`config.mk`:
```
export PLATFORM = sky130hd
export DESIGN_NAME = pyramid_neighborhood_address_gen_top
export DESIGN_NICKNAME = d
export VERILOG_FILES = /design/src/sv/pnag_pkg.sv /design/src/sv/pyramid_neighborhood_address_gen_top.sv
export SDC_FILE = /design/constraint.sdc
export NUM_CORES = 1
export LEC_CHECK = 0
export ABC_AREA = 0
export BUFFER_PORTS_ARGS = -buffer_cell sky130_fd_sc_hd__buf_2
export CORE_MARGIN = 2
export CORE_UTILIZATION = 59
export DETAILED_ROUTE_END_ITERATION = 6
export PLACE_DENSITY = 0.86
export SYNTH_ARGS = -nofsm -noshare
export SYNTH_HDL_FRONTEND = slang
export SYNTH_SLANG_ARGS = --single-unit
```
`constraint.sdc`:
```
create_clock -name clk -period 12.5 [get_ports clk]
set_input_delay 0.625 -clock clk [delete_from_list [all_inputs] [get_ports clk]]
set_output_delay 0.625 -clock clk [all_outputs]
set_load 0.1 [all_outputs]
```
`src/sv/pnag_pkg.sv`:
```
// Package for the pyramid neighborhood address generator.
// Holds field widths, neighborhood offsets and the coordinate helper functions.
// No dependencies.
package pnag_pkg;

  localparam int MAX_DEPTH_LEVELS = 4;
  localparam int COORD_BITS       = 12;
  localparam int PIXEL_CHANNELS   = 3;
  localparam int LEVEL_BITS       = 2;
  localparam int COUNT_BITS       = 3;
  localparam int DIM_BITS         = COORD_BITS + 1;
  localparam int WRAP_BITS        = DIM_BITS + 2;
  localparam int PROD_BITS        = 2 * COORD_BITS;
  localparam int ADDR_BITS        = 26;
  localparam int SAME_COUNT       = 12;
  localparam int PARENT_COUNT     = 9;
  localparam int TOTAL_COUNT      = SAME_COUNT + PARENT_COUNT;
  localparam int IDX_BITS         = 5;
  localparam int CFG_IDX_BITS     = 2;

  localparam logic [CFG_IDX_BITS-1:0] REG_BASE_WIDTH  = 2'd0;
  localparam logic [CFG_IDX_BITS-1:0] REG_BASE_HEIGHT = 2'd1;
  localparam logic [CFG_IDX_BITS-1:0] REG_LEVEL_COUNT = 2'd2;

  localparam logic [DIM_BITS-1:0] DIM_TOP = DIM_BITS'(1 << COORD_BITS);

  function automatic logic [DIM_BITS-1:0] clamp_base(logic [DIM_BITS-1:0] v);
    logic [DIM_BITS-1:0] r;
    r = v;
    if (v == '0) r = DIM_BITS'(1);
    else if (v > DIM_TOP) r = DIM_TOP;
    return r;
  endfunction

  function automatic logic [DIM_BITS-1:0] level_dim(logic [DIM_BITS-1:0] base,
                                                    logic [COUNT_BITS-1:0] lvl);
    logic [DIM_BITS-1:0] d;
    d = clamp_base(base) >> lvl;
    if (d == '0) d = DIM_BITS'(1);
    return d;
  endfunction

  function automatic logic [COUNT_BITS-1:0] eff_count(logic [COUNT_BITS-1:0] v);
    logic [COUNT_BITS-1:0] r;
    r = v;
    if (v == '0) r = COUNT_BITS'(1);
    else if (v > COUNT_BITS'(MAX_DEPTH_LEVELS)) r = COUNT_BITS'(MAX_DEPTH_LEVELS);
    return r;
  endfunction

  function automatic logic signed [2:0] row_offset(logic [IDX_BITS-1:0] idx);
    logic signed [2:0] r;
    unique case (idx)
      5'd0, 5'd1, 5'd2, 5'd3, 5'd4:      r = -3'sd2;
      5'd5, 5'd6, 5'd7, 5'd8, 5'd9:      r = -3'sd1;
      5'd10, 5'd11:                      r = 3'sd0;
      5'd12, 5'd13, 5'd14:               r = -3'sd1;
      5'd15, 5'd16, 5'd17:               r = 3'sd0;
      5'd18, 5'd19, 5'd20:               r = 3'sd1;
      default:                           r = 3'sd0;
    endcase
    return r;
  endfunction

  function automatic logic signed [2:0] col_offset(logic [IDX_BITS-1:0] idx);
    logic signed [2:0] r;
    unique case (idx)
      5'd0, 5'd5, 5'd10:                 r = -3'sd2;
      5'd1, 5'd6, 5'd11:                 r = -3'sd1;
      5'd2, 5'd7:                        r = 3'sd0;
      5'd3, 5'd8:                        r = 3'sd1;
      5'd4, 5'd9:                        r = 3'sd2;
      5'd12, 5'd15, 5'd18:               r = -3'sd1;
      5'd13, 5'd16, 5'd19:               r = 3'sd0;
      5'd14, 5'd17, 5'd20:               r = 3'sd1;
      default:                           r = 3'sd0;
    endcase
    return r;
  endfunction

  // The sum may lie up to two sizes outside the range, so two corrections per side.
  function automatic logic [COORD_BITS-1:0] wrap_coord(logic [DIM_BITS-1:0] c,
                                                       logic signed [2:0] off,
                                                       logic [DIM_BITS-1:0] size);
    logic signed [WRAP_BITS-1:0] t;
    logic signed [WRAP_BITS-1:0] s;
    s = signed'(WRAP_BITS'(size));
    t = signed'(WRAP_BITS'(c)) + WRAP_BITS'(off);
    if (t < 0) t = t + s;
    if (t < 0) t = t + s;
    if (t >= s) t = t - s;
    if (t >= s) t = t - s;
    return t[COORD_BITS-1:0];
  endfunction

endpackage

```
`src/sv/pyramid_neighborhood_address_gen_top.sv`:
```
// Top level of the pyramid neighborhood address generator.
// Uses pnag_pkg for widths, offsets and coordinate helpers.
//
// A request on the in_ channel carries a pyramid level and a pixel coordinate.
// The block answers with the word addresses of the causal neighborhood on the
// out_ channel: 12 addresses at the same level, then 9 addresses at the parent
// level when the level is not the top one, with out_last on the final address.
// A request outside the configured pyramid gives one result with
// out_bad_request set.
// One request is worked on at a time and in_ready is high only while idle.
// A single shared unit wraps a coordinate pair into row_r and col_r and
// forms the row-major index with one multiplier in the next cycle, into
// prod_r. After acceptance a request passes the check, wrap, multiply and
// emit states, and each further address passes multiply and emit again.
// A new request is accepted only after the last address has been loaded
// into the output register, or for a bad request after its single result.
// Results leave through an output register; when the receiver stalls the
// sequencer waits with the next address and a new request may be accepted
// while the final result still waits to be taken.
// Reset empties the output register, returns to idle and sets the registers to
// a 64 by 64 base level with 4 levels. Configuration writes take effect at once.
module pyramid_neighborhood_address_gen_top (
  input  logic                                 clk,
  input  logic                                 rst_n,
  input  logic                                 cfg_we,
  input  logic [pnag_pkg::CFG_IDX_BITS-1:0]    cfg_index,
  input  logic [pnag_pkg::DIM_BITS-1:0]        cfg_wdata,
  input  logic                                 in_valid,
  output logic                                 in_ready,
  input  logic [pnag_pkg::LEVEL_BITS-1:0]      in_level,
  input  logic [pnag_pkg::COORD_BITS-1:0]      in_pos_x,
  input  logic [pnag_pkg::COORD_BITS-1:0]      in_pos_y,
  output logic                                 out_valid,
  input  logic                                 out_ready,
  output logic [pnag_pkg::LEVEL_BITS-1:0]      out_source_level,
  output logic                                 out_from_parent,
  output logic [pnag_pkg::ADDR_BITS-1:0]       out_word_address,
  output logic                                 out_bad_request,
  output logic                                 out_last
);

  localparam logic [2:0] S_IDLE  = 3'd0;
  localparam logic [2:0] S_CHECK = 3'd1;
  localparam logic [2:0] S_WRAP  = 3'd2;
  localparam logic [2:0] S_MUL   = 3'd3;
  localparam logic [2:0] S_EMIT  = 3'd4;
  localparam logic [2:0] S_BAD   = 3'd5;

  localparam logic [pnag_pkg::IDX_BITS-1:0] IDX_SAME_LAST =
    pnag_pkg::IDX_BITS'(pnag_pkg::SAME_COUNT - 1);
  localparam logic [pnag_pkg::IDX_BITS-1:0] IDX_ALL_LAST =
    pnag_pkg::IDX_BITS'(pnag_pkg::TOTAL_COUNT - 1);
  localparam logic [pnag_pkg::IDX_BITS-1:0] IDX_PARENT_FIRST =
    pnag_pkg::IDX_BITS'(pnag_pkg::SAME_COUNT);

  logic [2:0]                          state_r, state_nxt;
  logic [pnag_pkg::DIM_BITS-1:0]       base_width_r, base_height_r;
  logic [pnag_pkg::COUNT_BITS-1:0]     level_count_r;
  logic                                out_valid_r, out_valid_nxt;
  logic [pnag_pkg::IDX_BITS-1:0]       idx_r, idx_nxt;
  logic                                has_parent_r;

  logic [pnag_pkg::LEVEL_BITS-1:0]     lvl_r;
  logic [pnag_pkg::COORD_BITS-1:0]     px_r, py_r;
  logic [pnag_pkg::DIM_BITS-1:0]       w_r, h_r, pw_r, ph_r;
  logic [pnag_pkg::COORD_BITS-1:0]     row_r, col_r;
  logic [pnag_pkg::PROD_BITS-1:0]      prod_r;
  logic [pnag_pkg::LEVEL_BITS-1:0]     out_level_r;
  logic                                out_parent_r;
  logic [pnag_pkg::ADDR_BITS-1:0]      out_addr_r;
  logic                                out_bad_r;
  logic                                out_last_r;

  logic [pnag_pkg::COUNT_BITS-1:0]     count;
  logic [pnag_pkg::COUNT_BITS-1:0]     lvl_ext;
  logic [pnag_pkg::DIM_BITS-1:0]       w_chk, h_chk, pw_chk, ph_chk;
  logic                                bad_chk, parent_chk;
  logic [pnag_pkg::IDX_BITS-1:0]       wrap_idx;
  logic                                wrap_par;
  logic [pnag_pkg::DIM_BITS-1:0]       wrap_cx, wrap_cy, wrap_w, wrap_h;
  logic [pnag_pkg::COORD_BITS-1:0]     row_calc, col_calc;
  logic                                mul_par;
  logic [pnag_pkg::DIM_BITS-1:0]       mul_w;
  logic [pnag_pkg::PROD_BITS-1:0]      prod_calc;
  logic                                slot_free, emit_last, load_out;

  assign count      = pnag_pkg::eff_count(level_count_r);
  assign lvl_ext    = pnag_pkg::COUNT_BITS'(lvl_r);
  assign w_chk      = pnag_pkg::level_dim(base_width_r, lvl_ext);
  assign h_chk      = pnag_pkg::level_dim(base_height_r, lvl_ext);
  assign pw_chk     = pnag_pkg::level_dim(base_width_r, lvl_ext + 3'd1);
  assign ph_chk     = pnag_pkg::level_dim(base_height_r, lvl_ext + 3'd1);
  assign bad_chk    = (lvl_ext >= count) ||
                      (pnag_pkg::DIM_BITS'(px_r) >= w_chk) ||
                      (pnag_pkg::DIM_BITS'(py_r) >= h_chk);
  assign parent_chk = (lvl_ext + 3'd1) < count;

  assign wrap_idx = (state_r == S_EMIT) ? idx_r + 5'd1 : idx_r;
  assign wrap_par = wrap_idx >= IDX_PARENT_FIRST;
  assign wrap_cx  = wrap_par ? pnag_pkg::DIM_BITS'(px_r >> 1) : pnag_pkg::DIM_BITS'(px_r);
  assign wrap_cy  = wrap_par ? pnag_pkg::DIM_BITS'(py_r >> 1) : pnag_pkg::DIM_BITS'(py_r);
  assign wrap_w   = wrap_par ? pw_r : w_r;
  assign wrap_h   = wrap_par ? ph_r : h_r;
  assign row_calc = pnag_pkg::wrap_coord(wrap_cy, pnag_pkg::row_offset(wrap_idx), wrap_h);
  assign col_calc = pnag_pkg::wrap_coord(wrap_cx, pnag_pkg::col_offset(wrap_idx), wrap_w);

  assign mul_par   = idx_r >= IDX_PARENT_FIRST;
  assign mul_w     = mul_par ? pw_r : w_r;
  assign prod_calc = pnag_pkg::PROD_BITS'(row_r * mul_w) + pnag_pkg::PROD_BITS'(col_r);

  assign slot_free = !out_valid_r || out_ready;
  assign emit_last = has_parent_r ? (idx_r == IDX_ALL_LAST) : (idx_r == IDX_SAME_LAST);
  assign load_out  = slot_free && ((state_r == S_EMIT) || (state_r == S_BAD));

  always_comb begin
    state_nxt = state_r;
    idx_nxt   = idx_r;
    unique case (state_r)
      S_IDLE: begin
        if (in_valid) state_nxt = S_CHECK;
      end
      S_CHECK: begin
        idx_nxt   = '0;
        state_nxt = bad_chk ? S_BAD : S_WRAP;
      end
      S_WRAP: begin
        state_nxt = S_MUL;
      end
      S_MUL: begin
        state_nxt = S_EMIT;
      end
      S_EMIT: begin
        if (slot_free) begin
          if (emit_last) begin
            state_nxt = S_IDLE;
          end else begin
            idx_nxt   = idx_r + 5'd1;
            state_nxt = S_MUL;
          end
        end
      end
      S_BAD: begin
        if (slot_free) state_nxt = S_IDLE;
      end
      default: begin
        state_nxt = S_IDLE;
      end
    endcase
  end

  always_comb begin
    out_valid_nxt = out_valid_r;
    if (load_out) out_valid_nxt = 1'b1;
    else if (out_ready) out_valid_nxt = 1'b0;
  end

  always_ff @(posedge clk) begin
    if (!rst_n) begin
      state_r       <= S_IDLE;
      out_valid_r   <= 1'b0;
      idx_r         <= '0;
      has_parent_r  <= 1'b0;
      base_width_r  <= pnag_pkg::DIM_BITS'(64);
      base_height_r <= pnag_pkg::DIM_BITS'(64);
      level_count_r <= pnag_pkg::COUNT_BITS'(4);
    end else begin
      state_r     <= state_nxt;
      out_valid_r <= out_valid_nxt;
      idx_r       <= idx_nxt;
      if (state_r == S_CHECK) has_parent_r <= parent_chk;
      if (cfg_we) begin
        unique case (cfg_index)
          pnag_pkg::REG_BASE_WIDTH:  base_width_r  <= cfg_wdata;
          pnag_pkg::REG_BASE_HEIGHT: base_height_r <= cfg_wdata;
          pnag_pkg::REG_LEVEL_COUNT: level_count_r <= cfg_wdata[pnag_pkg::COUNT_BITS-1:0];
          default: begin
          end
        endcase
      end
    end
  end

  always_ff @(posedge clk) begin
    if (in_valid && in_ready) begin
      lvl_r <= in_level;
      px_r  <= in_pos_x;
      py_r  <= in_pos_y;
    end
    if (state_r == S_CHECK) begin
      w_r  <= w_chk;
      h_r  <= h_chk;
      pw_r <= pw_chk;
      ph_r <= ph_chk;
    end
    if ((state_r == S_WRAP) || ((state_r == S_EMIT) && slot_free)) begin
      row_r <= row_calc;
      col_r <= col_calc;
    end
    if (state_r == S_MUL) prod_r <= prod_calc;
    if (load_out) begin
      if (state_r == S_BAD) begin
        out_level_r  <= lvl_r;
        out_parent_r <= 1'b0;
        out_addr_r   <= '0;
        out_bad_r    <= 1'b1;
        out_last_r   <= 1'b1;
      end else begin
        out_level_r  <= mul_par ? lvl_r + 2'd1 : lvl_r;
        out_parent_r <= mul_par;
        out_addr_r   <= pnag_pkg::ADDR_BITS'(prod_r) *
                        pnag_pkg::ADDR_BITS'(pnag_pkg::PIXEL_CHANNELS);
        out_bad_r    <= 1'b0;
        out_last_r   <= emit_last;
      end
    end
  end

  assign in_ready         = (state_r == S_IDLE);
  assign out_valid        = out_valid_r;
  assign out_source_level = out_level_r;
  assign out_from_parent  = out_parent_r;
  assign out_word_address = out_addr_r;
  assign out_bad_request  = out_bad_r;
  assign out_last         = out_last_r;

endmodule

```
* Word level (Yosys, flattened, before mapping) *
Memory sizes are Yosys's and may differ from the RTL's.
Cells that the tools add are included.

word-level totals
  word-level logic and storage cells = 136
  bits in read-only memories = 192
  bits of input ports = 46
  output and inout bits = 33
  memories kept = 2
  register bits after elaboration = 196

memories
  memory           words  bits a word  rd ports  clocked after memory_dff  wr ports  RTL line        RTL
  (no name shown)  32     3            1         0                         0         pnag_pkg.sv:67  unique case (idx)
  (no name shown)  32     3            1         0                         0         pnag_pkg.sv:53  unique case (idx)

operators by class
  reductions and logical operators = 25
  magnitude comparators = 17
  shifts and indexed selects = 4
  add/subtract/negate cells = 14
  multiply operators = 2
  eq/ne operators = 13
  multiplexer cells = 37

operator list
  cell                     count
  $mux W13                 9
  $mux W15                 6
  $logic_not A13 Y1        6
  $ge A15 B14 Y1           4
  $mux W12                 4
  $add A14 B14 Y15         2
  $add A15 B14 Y15         2
  $lt A15 B1 Y1 const B    2
  $sub A15 B14 Y15         2
  $add A13 B3 Y14          2
  $lt A14 B1 Y1 const B    2
  $ge A12 B13 Y1           2
  $gt A13 B13 Y1 const B   2
  $mul A24 B2 Y26 const B  1
  $shr A13 B2 Y13          2
  $shr A13 B3 Y13          2
  $add A24 B12 Y24         1
  $mul A12 B13 Y24         1
  $sub A12 B12 Y12         2
  $mux W3                  6
  $pmux W3 S6              1
  $mux W5                  3
  $ge A5 B4 Y1 const B     2
  $pmux W5 S2              1
  24 further kinds         45

* Logic depth before layout (Yosys ltp) *
Gate-level depths: netlist of run 1.

  depth in word-level cells = 13
  depth in mapped cells = 58
  mapped depth without buffers = 55

* Worst setup path before layout of run 1 *
Ideal clock, no wire load.

  kind = flip-flop to flip-flop
  start point = register state_r[2]
  end point = register row_r[10] (netlist name), data pin
  path buffers = 6
  path slack = 0.779 ns
  stages on the path, launching flop included = 52
  clock period less this slack = 11.721 ns
  data arrival time = 11.462 ns
  library setup time = 0.260 ns
  data required time = 12.240 ns
  cell sequence = dfxtp_1 > buf_4 > inv_2 > or3_4 > clkinv_4 > nand2_2 > xor2_1 > buf_6 > nor2_1 > nor2_1 > buf_1 > mux2_2 > ha_1 > fa_1 > a21o_1 > a21oi_1 > o21ai_0 > o41ai_1 > [... 16 more ...] > a311o_1 > o21ai_0 > o21ai_0 > o31ai_1 > buf_2 > mux2_2 > ha_1 > o21a_1 > o21ai_0 > a21oi_1 > o21ai_0 > nand2b_1 > o211ai_1 > a21oi_1 > o22ai_1 > a21boi_0 > buf_2 > mux2_2

between the ends
  longest elaborated chain between the ends = 13
  elaborated cells on any way between the ends = 19
  classes of those cells = add/sub: 5; order compare: 5; eq/ne: 1; mux: 7; memory: 1

ends and longest elaborated chain
  what                                                                       RTL line                                     RTL
  from (decl)                                                                pyramid_neighborhood_address_gen_top.sv:56   logic [2:0] state_r, state_nxt;
  from (signal assigned)                                                     pyramid_neighborhood_address_gen_top.sv:167  state_r <= state_nxt;
  $eq A3 B3 Y1 (*)                                                           pyramid_neighborhood_address_gen_top.sv:98   assign wrap_idx = (state_r == S_EMIT) ? idx_r + 5'd1 : idx_r;
  $mux W5 (*)                                                                pyramid_neighborhood_address_gen_top.sv:98
  parallel branches: the longest is 10 deep, another holds $add A14 B14 Y15  --
  $mux W12 (*)                                                               pnag_pkg.sv:92                               if (t >= s) t = t - s;
  named net row_calc, one bit                                                pyramid_neighborhood_address_gen_top.sv:81   logic [pnag_pkg::COORD_BITS-1:0] row_calc, col_calc;
  to (signal assigned)                                                       pyramid_neighborhood_address_gen_top.sv:196  row_r <= row_calc;
  to (decl)                                                                  pyramid_neighborhood_address_gen_top.sv:66   logic [pnag_pkg::COORD_BITS-1:0] row_r, col_r;

Mark *: on every way through the listed nets, which the timed path passes.
A chain may end at the register's enable or synchronous reset.

* Worst setup path in the final report of run 1 *
  start point = register state_r[2]
  end point = register col_r[10] (netlist name), data pin

between the ends
  longest elaborated chain between the ends = 13
  elaborated cells on any way between the ends = 19
  classes of those cells = add/sub: 5; order compare: 5; eq/ne: 1; mux: 7; memory: 1

ends and longest elaborated chain
  what                                                                       RTL line                                     RTL
  $eq A3 B3 Y1 (*)                                                           pyramid_neighborhood_address_gen_top.sv:98
  $mux W5 (*)                                                                pyramid_neighborhood_address_gen_top.sv:98
  parallel branches: the longest is 10 deep, another holds $add A14 B14 Y15  --
  $mux W12 (*)                                                               pnag_pkg.sv:92
  named net col_calc, one bit                                                pyramid_neighborhood_address_gen_top.sv:81
  to (signal assigned)                                                       pyramid_neighborhood_address_gen_top.sv:197  col_r <= col_calc;
  to (decl)                                                                  pyramid_neighborhood_address_gen_top.sv:66

Marks and branches as above.

==> results of run 1 <==
[flip-flops by register name, summed over array words and instances (netlist names), 5 cells and up]
name and flops:
base_height_r 13, base_width_r 13, col_r 12, h_r 13
idx_r 5, out_word_address 26, ph_r 12, prod_r 24
pw_r 12, px_r 12, py_r 12, row_r 12
w_r 13
[stage by stage]
step / hold slack (ns) / TNS [ns] / std cells / instance area [sq um]
4_1_cts: 0.313 / 0 / 2994 / 23800
6_report: 0.335 / 0 / 2999 / 23900
5_1_grt: 0.312 / -0.230 / 2999 / 23900
3_3_place_gp: 0.478 / 0 / 2962 / 23200
3_5_place_dp: 0.491 / 0 / 2962 / 23200
2_1_floorplan: 0.457 / 0 / 2428 / 22300
[area by class of cell]
type / instances / area [sq um] / area share, %
clock buffers: 18 / 439 / 1.84
clock inverters: 14 / 163 / 0.681
inverters: 250 / 947 / 3.96
multi-input cells: 1906 / 15700 / 65.5
flip-flops and latches: 194 / 5440 / 22.8
well taps: 511 / 639 / 2.68
repair buffers: 106 / 604 / 2.53
[worst max-delay path, delay by kind of cell (launching register included)]
family,cells,cell delay (ns)
AOI/OAI and AO/OA,22,5.15
xor gates and xnor gates,3,0.84
adders and majority gates,6,1.94
buffers and inverters,5,0.85
DFF,1,0.43
muxes,3,0.96
and+or+nand+nor,9,1.32
[what timing repair did]
action,in CTS,in global routing
buffers inserted,0,5
setup endpoints to repair,0,24
endpoints found under the hold margin,0,0
resized for setup,0,12
[cell usage after synthesis, types with 10 or more instances]
cell        n  share of area, %
nand2b_1   22              0.62
mux2_2     92               4.7
o21bai_1   18              0.61
nor4_1     16              0.45
a211oi_1   22              0.74
clkbuf_1   62               1.0
a21o_1     53               1.8
a21boi_0   31               1.0
ha_1      263                15
xor2_1     53               2.1
fa_1      131                12
inv_1     247               4.2
o21a_1     14              0.47
nand2_1   265               4.5
and3_1     16              0.45
nand4_1    12              0.34
nand3_1    36              0.81
xnor2_1    92               3.6
and2_1     65               1.8
mux2i_1    44               2.0
edfxtp_1  155                21
or2_2      14              0.39
nor2b_1    57               1.6
dfxtp_1    39               3.5
nor2_1    144               2.4
a21oi_1   153               3.4
nor3_1     38              0.85
or3_1      10              0.28
o21ai_0   112               2.5
[how the worst min path moves through the flow]
stage                     startpoint               end  slack, ns  cells past startpoint
global route             in_level[0]          lvl_r[0]       0.31                      1
detailed placement  base_height_r[0]  base_height_r[0]       0.49                      2
floorplan            base_width_r[0]   base_width_r[0]       0.46                      2
finish                   in_level[0]          lvl_r[0]       0.33                      1
global placement    base_height_r[0]  base_height_r[0]       0.48                      2
CTS                      in_level[0]          lvl_r[0]       0.31                      1
[routing by layer]
metal / part of all wire, % / vias to the layer above / GRT usage [%]
met1: 42 / 8493 / 33.2
met5: 0 / - / 0
met4: 2.4 / 0 / 8.21
met3: 6.3 / 89 / 4.65
met2: 49 / 600 / 47.3
li1: - / 8541 / -
[logic make-up after synthesis]
family	Yosys count
buffers and inverters	328
flip-flops	194
adder cells (fa/ha/maj)	394
AND/OR/NAND/NOR	722
AO/OA/AOI/OAI	492
multiplexers	152
XOR/XNOR	146
==> impl_results.md, run 1 <==
* Detail Placement HPWL at between 40000 and 50000 microns
* Area grow syn2layout at 7.30%
* Number of synthesized register bits at a little under 200
* Clock Path Buffers at 2
* R2R Path End: col_r[10]
* Initial Util at approximately three fifths
* Buffers on Ports at 78
* DRC viols at 0
* Final setup violation count at 0
* WL final at just over 50000 microns
* Gpl congestion at 0.974
* Crit-path slowest cell: o311ai_0
* Num rows at 71
* Remaining global-route overflow at 0
* Max-slew violation count at 0
* Global-route wire length before repair at 84400 microns
* Crit start category: flip-flop
* Reg2reg start: state_r[2]
* Pin count of the biggest net entering global routing at 59
* Synth Area per Inst at 9.17 sq um
* Fin crit share at 94.2%
* Fill count at 2880
* Final hold violation count at 0
* Per-cell routed wire length at about 17 microns
* Total core area at 37400 sq um
* Maxcap violations at 0
* Total Routing Usage GR at 26.7%
* Max H-tree Level at 4
* Syn_nets at 2868
* Cells after Synth at 2428
* CTS tree: done
* Commonest non-fill, non-tap cell in the layout: nand2_1
* CP endpoint kind: flip-flop
* Post-Synthesis Cell Area at about 22000 sq um
* Reg clk slew, reported paths at around 0.08 ns
* Clock Tree Root: clkbuf_16
* # IOs at 79
* Share of layout cells above drive strength 1 at 11.8%
* CP Data Arrival Time at ~12 ns
* CTS Buf Count at 17
* Util after Layout at between 60% and 70%
* Most common cell type on the critical path: ha_1
* Antenna Nets Post-Route at 0
* Fmax at 84.9 MHz
* Layout Nets at ~2900
* Min Clock Period, post-route at 11.77 ns
* Slew HR at 33.7%
* Adder-Cell Fraction of Synth Area at 26.6%
* Simple-gate area share of the yosys netlist at roughly 15%
* Crit path from: state_r[2]
* Post-Synth XOR/XNOR Area at 5.78%
* R2R depth at 48
* WS Path Type: flip-flop to flip-flop
* Die height at 198 microns
* Number of flops mapped to enable cells by yosys at 155
* Multiplexer area fraction after synthesis at roughly 7.9%
* DR vias at 17700
* Iter 0 DRT Violations at 1275
* Antenna violations before repair at 0
* Status: finished, final reports clean
* Most frequent cells in the layout: nand2_1 (265), ha_1 (263), inv_1 (246)
* Worst path max stage delay at 0.56 ns
* Compound-gate portion of the synthesized area at 14.2%
* Width of the chip at roughly 200 microns
* DIE AREA at 39300 sq um
* Hold Path Class: input port to flip-flop
* Clock sink count at about 190
* Setup WS pre-CTS at roughly 0.24 ns
* Routed vias/inst at 5.91
* # diodes at 0
* Sequential share of the synthesized area at 24.4%
* Final setup margin at 0.725 ns
* Drt first pass iters at 5
* Layout Skew at 0.0131 ns
* Combinational family with the most area after synthesis: adder cells
* Worst EP required at 12.71 ns
* Async S/R FF share, synth at 0%
* Crit Path Max Fanout at 12
* YS warnings at 0
* Ys flop type: edfxtp_1
* CTS hold repair buffers at 0
* Critical Path End: col_r[10]
* Reg2reg setup slack at 0.73 ns
* Synth cell types at 89
* Slew @ Worst Pin at a little under 1 ns
* Number of global-route vias before repair at 17700
* Worst skew pair latency at 0.47 ns
Power of run 1 is left out: the tool's default activity adds up to more than one toggle a clock period on the data nets, which glitch-free logic cannot reach.
==> run 2, diff against run 1 <==
CORE_ASPECT_RATIO = 1.5   (was unset)
==> run 2 against run 1 <==
  * Flip-flop and latch count unchanged
  * Via count up 0.90%
  * Die area about the same
  * Clock skew up 0.0075 ns
  * Non-clock buffer count up 11
  * First-iteration DRC count down 12%
  * Sequential share of layout area about the same
  * Fmax about the same
  * Worst setup slack worse by 0.0079 ns
  * Register-to-register slack about the same
==> impl_results.md, run 2 (synthesis results as in run 1) <==
* Maxcap violations at 0 (unchanged)
* Slew HR at 13.6% (-20 points)
* Util after Layout at 63.8% (about the same)
* Max reg flops at 26 (unchanged)
* WL final at 52700 microns (+2.9%)
* Post-Layout Cell Count at 2988 (-0.37%)
* Most frequent cells in the layout: nand2_1 (265), ha_1 (263), inv_1 (246)
* Clock Path Buffers at 2 (unchanged)
* Commonest non-fill, non-tap cell in the layout: nand2_1
* CTS Buf Count at 17 (unchanged)
* Layout Skew at 0.0206 ns (+0.00749 ns)
* Num rows at 87 (+23%)
* CP Data Arrival Time at 11.98 ns (about the same)
* Crit-path slowest cell: dfxtp_2
* CTS tree: done
* Area grow syn2layout at 7.36% (about the same)
* Fmax at 84.9 MHz (about the same)
* Detail Placement HPWL at 42400 microns (+4.3%)
* Worst path max stage delay at 0.43 ns (-0.13 ns)
* Crit Path Max Fanout at 12 (unchanged)
* Crit start category: flip-flop
* Fin crit share at 94.3% (about the same)
* Status: finished, final reports clean
* Slew @ Worst Pin at 1.29 ns (+0.301 ns)
* # diodes at 0 (unchanged)
* Final setup violation count at 0 (unchanged)
* DRC viols at 0 (unchanged)
* Share of layout cells above drive strength 1 at 12.1% (+0.31 points)
* Total core area at 37400 sq um (+0.12%)
* Remaining global-route overflow at 0 (unchanged)
* Layout Nets at 2926 (+0.38%)
* Gpl congestion at 0.929 (-4.6%)
* Antenna violations before repair at 0 (unchanged)
* WS Path Type: flip-flop to flip-flop
* Die height at 242 microns (+22%)
* Final hold violation count at 0 (unchanged)
* Width of the chip at 163 microns (-18%)
* Routed vias/inst at 5.98 (+1.3%)
* Antenna Nets Post-Route at 0 (unchanged)
* Iter 0 DRT Violations at 1121 (-12%)
* Per-cell routed wire length at 17.6 microns (+3.3%)
* Reg clk slew, reported paths at 0.08 ns (about the same)
* Total Routing Usage GR at 27.1% (+0.33 points)
* DIE AREA at 39300 sq um (about the same)
* Clock sink count at 194 (unchanged)
* CP endpoint kind: flip-flop
* Max-slew violation count at 0 (unchanged)
* # IOs at 79 (unchanged)
* Max H-tree Level at 4 (unchanged)
* Number of global-route vias before repair at 18400 (+4.3%)
* Min Clock Period, post-route at 11.78 ns (+0.00791 ns)
* DR vias at 17900 (+0.90%)
* Clock Tree Root: clkbuf_16
* Most common cell type on the critical path: o21ai_0
* Initial Util at 59.5% (-0.074 points)
* Placed Cells at 2946 (-0.54%)
* Fill count at 2909 (+1.0%)
* Buffers on Ports at 78 (unchanged)
* Worst EP required at 12.69 ns (-0.02 ns)
* CTS hold repair buffers at 0 (unchanged)
* Global-route wire length before repair at 86000 microns (+1.9%)
* Worst skew pair latency at 0.46 ns (about the same)
* Hold Path Class: input port to flip-flop
* Pin count of the biggest net entering global routing at 59 (unchanged)
* Drt first pass iters at 6 (+1)
[run 2: changes by cell type in the layout (fill, tap and decap cells not counted), moves of 2 or more]
cell and delta:
buf_4 +11, clkinv_2 +2, clkinv_8 -5, clkinvlp_4 +2
inv_4 -2, inv_8 +2
[run 2: final timing paths]
path,startpoint,endpoint,slack [ns],depth (start not counted)
setup / recovery,state_r[2],row_r[3],0.72,52
hold / removal,in_pos_y[4],py_r[4],0.34,1
setup reg to reg,state_r[2],row_r[3],0.72,52
hold reg to reg,base_height_r[0],base_height_r[0],0.49,2
[run 2: final cells by class]
class / instances / area (sq um) / share of cell area [%]
clock inverter: 14 / 120 / 0.503
tap: 489 / 612 / 2.56
multi-input combinational: 1906 / 15700 / 65.5
sequential: 194 / 5440 / 22.8
clock buffer: 18 / 439 / 1.84
timing repair buffer: 117 / 696 / 2.91
inverter: 250 / 947 / 3.96
[run 2: worst max-delay path, delay by kind of cell (launching register included)]
family,cells,cell delay (ns)
AOI/OAI and AO/OA,25,5.27
and+or+nand+nor,9,1.90
buffers and inverters,8,1.07
muxes,3,0.75
DFF,1,0.43
xor gates and xnor gates,1,0.21
adders and majority gates,6,1.84
[run 2: layer usage]
| layer | part of all wire, % | vias up | track usage, % |
|---|---|---|---|
| li1 | - | 8539 | - |
| met1 | 37 | 8508 | 28.6 |
| met2 | 53 | 642 | 50.0 |
| met3 | 4.6 | 194 | 3.85 |
| met4 | 6.0 | 0 | 16.6 |
| met5 | 0 | - | 0 |
[run 2: what timing repair did]
| item | 4_1_cts | 5_1_grt |
|---|---|---|
| pin swaps | 0 | 3 |
| buffers inserted | 0 | 10 |
| endpoints found under the setup margin | 12 | 24 |
| resized for setup | 2 | 11 |
| gates cloned | 0 | 0 |
[run 2: per-stage QoR]
stage | area (sq um) | setup TNS (ns) | worst slack, ns | hold slack (ns)
after global routing | 23900 | -0.0277 | -0.0130 | 0.332
after global placement | 23200 | 0 | 0.298 | 0.469
after floorplan | 22300 | 0 | 0.779 | 0.457
after CTS | 23800 | 0 | 0.203 | 0.328
final | 23900 | 0 | 0.717 | 0.339
after detailed placement | 23200 | 0 | 0.0274 | 0.486
Power of run 2 is left out for the same reason.
==> run 3, diff against run 2 <==
CORE_MARGIN = unset   (was 2)
HOLD_SLACK_MARGIN = 0.15   (was unset)
==> run 3 against run 2 <==
  * The flow now finishes with violations (design-rule violations)
  * Clock skew is 0.0070 ns lower
  * Via count rose by 0.13%
  * Flip-flop and latch count stayed put
  * Critical path type unchanged
==> impl_results.md, run 3 (synthesis results as in run 1) <==
* Status: complete, but fails checks
* Failing checks: design-rule violations
* Detail Placement HPWL at 42000 microns (-0.94%)
* Number of global-route vias before repair at 18500 (+0.13%)
* Hold Path Class: input port to flip-flop
* Maxcap violations at 0 (unchanged)
* Layout Nets at 2915 (-0.38%)
* Fmax at 84.8 MHz (-0.12%)
* WL final at 51700 microns (-1.9%)
* Slew @ Worst Pin at 1.27 ns (-0.0255 ns)
* # IOs at 79 (unchanged)
* Worst skew pair latency at 0.46 ns (about the same)
* Worst path max stage delay at 0.42 ns (about the same)
* Slew HR at 15.3% (+1.7 points)
* Max H-tree Level at 4 (unchanged)
* Crit start category: flip-flop
* Initial Util at 60.3% (+0.87 points)
* Width of the chip at 161 microns (-1.2%)
* Antenna violations before repair at 0 (unchanged)
* Antenna Nets Post-Route at 0 (unchanged)
* Num rows at 86 (-1.1%)
* Buffers on Ports at 78 (unchanged)
* Final setup TNS at 0 ns (unchanged)
* Fin crit share at 94.4% (+0.11 points)
* Reg clk slew, reported paths at 0.07 ns (about the same)
* Gpl congestion at 0.980 (+5.4%)
* Clock sink count at 194 (unchanged)
* Remaining global-route overflow at 0 (unchanged)
* Routed vias/inst at 6.02 (+0.67%)
* Commonest non-fill, non-tap cell in the layout: nand2_1
* Final hold violation count at 0 (unchanged)
* Most common cell type on the critical path: o21ai_0
* Clock Path Buffers at 2 (unchanged)
* # diodes at 0 (unchanged)
* Most frequent cells in the layout: nand2_1 (265), ha_1 (263), inv_1 (247)
* Hold-critical path depth at 1 (unchanged)
* Min Clock Period, post-route at 11.80 ns (+0.0141 ns)
* Global-route wire length before repair at 85200 microns (-0.95%)
* Per-cell routed wire length at 17.4 microns (-1.4%)
* Pin count of the biggest net entering global routing at 59 (unchanged)
* Total core area at 36900 sq um (-1.4%)
* CP Data Arrival Time at 12.00 ns (+0.02 ns)
* Iter 0 DRT Violations at 1112 (-0.80%)
* Crit-path slowest cell: dfxtp_2
* CTS Buf Count at 17 (unchanged)
* Area grow syn2layout at 7.02%
* Total Routing Usage GR at 27.4% (+0.33 points)
* Share of layout cells above drive strength 1 at 11.6% (-0.55 points)
* Worst EP required at 12.70 ns (about the same)
* R2R depth at 52 (unchanged)
* DIE AREA at 38500 sq um (-2.0%)
* WS Path Type: flip-flop to flip-flop
* Max reg flops at 26 (unchanged)
* DRC viols at 1 (+1)
* Layout Skew at 0.0136 ns (-0.00697 ns)
* CTS tree: done
* Clock Tree Root: clkbuf_16
* DR vias at 17900 (+0.13%)
* Die height at 240 microns (-0.83%)
* Final setup violation count at 0 (unchanged)
* Max-slew violation count at 0 (unchanged)
* Drt first pass iters at 7 (+1)
* Crit Path Max Fanout at 12 (unchanged)
* CP endpoint kind: flip-flop
[run 3: cell types whose count changed in the layout (fill, tap and decap cells not counted), sizes merged]
cell,before,now
clkbuf,18,24
clkinvlp,3,0
inv,254,253
bufinv,0,1
buf,117,106
clkinv,7,4
[run 3: per-stage QoR]
| stage | instances | worst slack, ns | cell area (sq um) | util [%] | hold WS [ns] |
|---|---|---|---|---|---|
| CTS | 2971 | 0.0644 | 23800 | 64.4 | 0.323 |
| global placement | 2939 | 0.455 | 23200 | 62.8 | 0.469 |
| global route | 2972 | -0.0933 | 23800 | 64.6 | 0.323 |
| detailed placement | 2939 | 0.0954 | 23200 | 62.8 | 0.480 |
| floorplan | 2428 | 0.779 | 22300 | - | 0.457 |
| finish | 2972 | 0.703 | 23800 | 64.6 | 0.335 |
[run 3: critical path: cells and delay by family (launching register included)]
family / cells / cell delay (ns)
buf+inv: 8 / 1.07
fa+ha+maj: 6 / 1.78
compound gates: 25 / 5.36
mux: 3 / 0.75
xor+xnor: 1 / 0.20
simple gates: 9 / 1.91
flops: 1 / 0.42
[run 3: layout make-up]
class	count	area, sq um
multi-input cells	1906	15600
fillers	2804	13100
flip-flops and latches	194	5440
inverters	250	943
repair buffers	106	608
well taps	484	606
clock buffers	24	515
clock inverters	8	85.1
[run 3: what timing repair did]
item                                    CTS  global route
hold buffers                              0             0
endpoints found under the setup margin    0            24
gates resized for setup                   0            11
buffers inserted                          0             1
[run 3: path summary, 6_finish.rpt]
kind               startpoint                to  slack [ns]
min               in_pos_x[4]           px_r[4]        0.34
max reg2reg        state_r[2]          row_r[3]        0.70
min reg2reg  base_height_r[0]  base_height_r[0]        0.49
max                state_r[2]          row_r[3]        0.70
[run 3: metal layers]
layer / routed length, microns / GRT usage [%]
met1: 19300 / 28.6
met2: 27500 / 51.9
met3: 1990 / 3.05
met4: 2920 / 17.1
met5: 0 / 0
Power of run 3 is left out for the same reason.
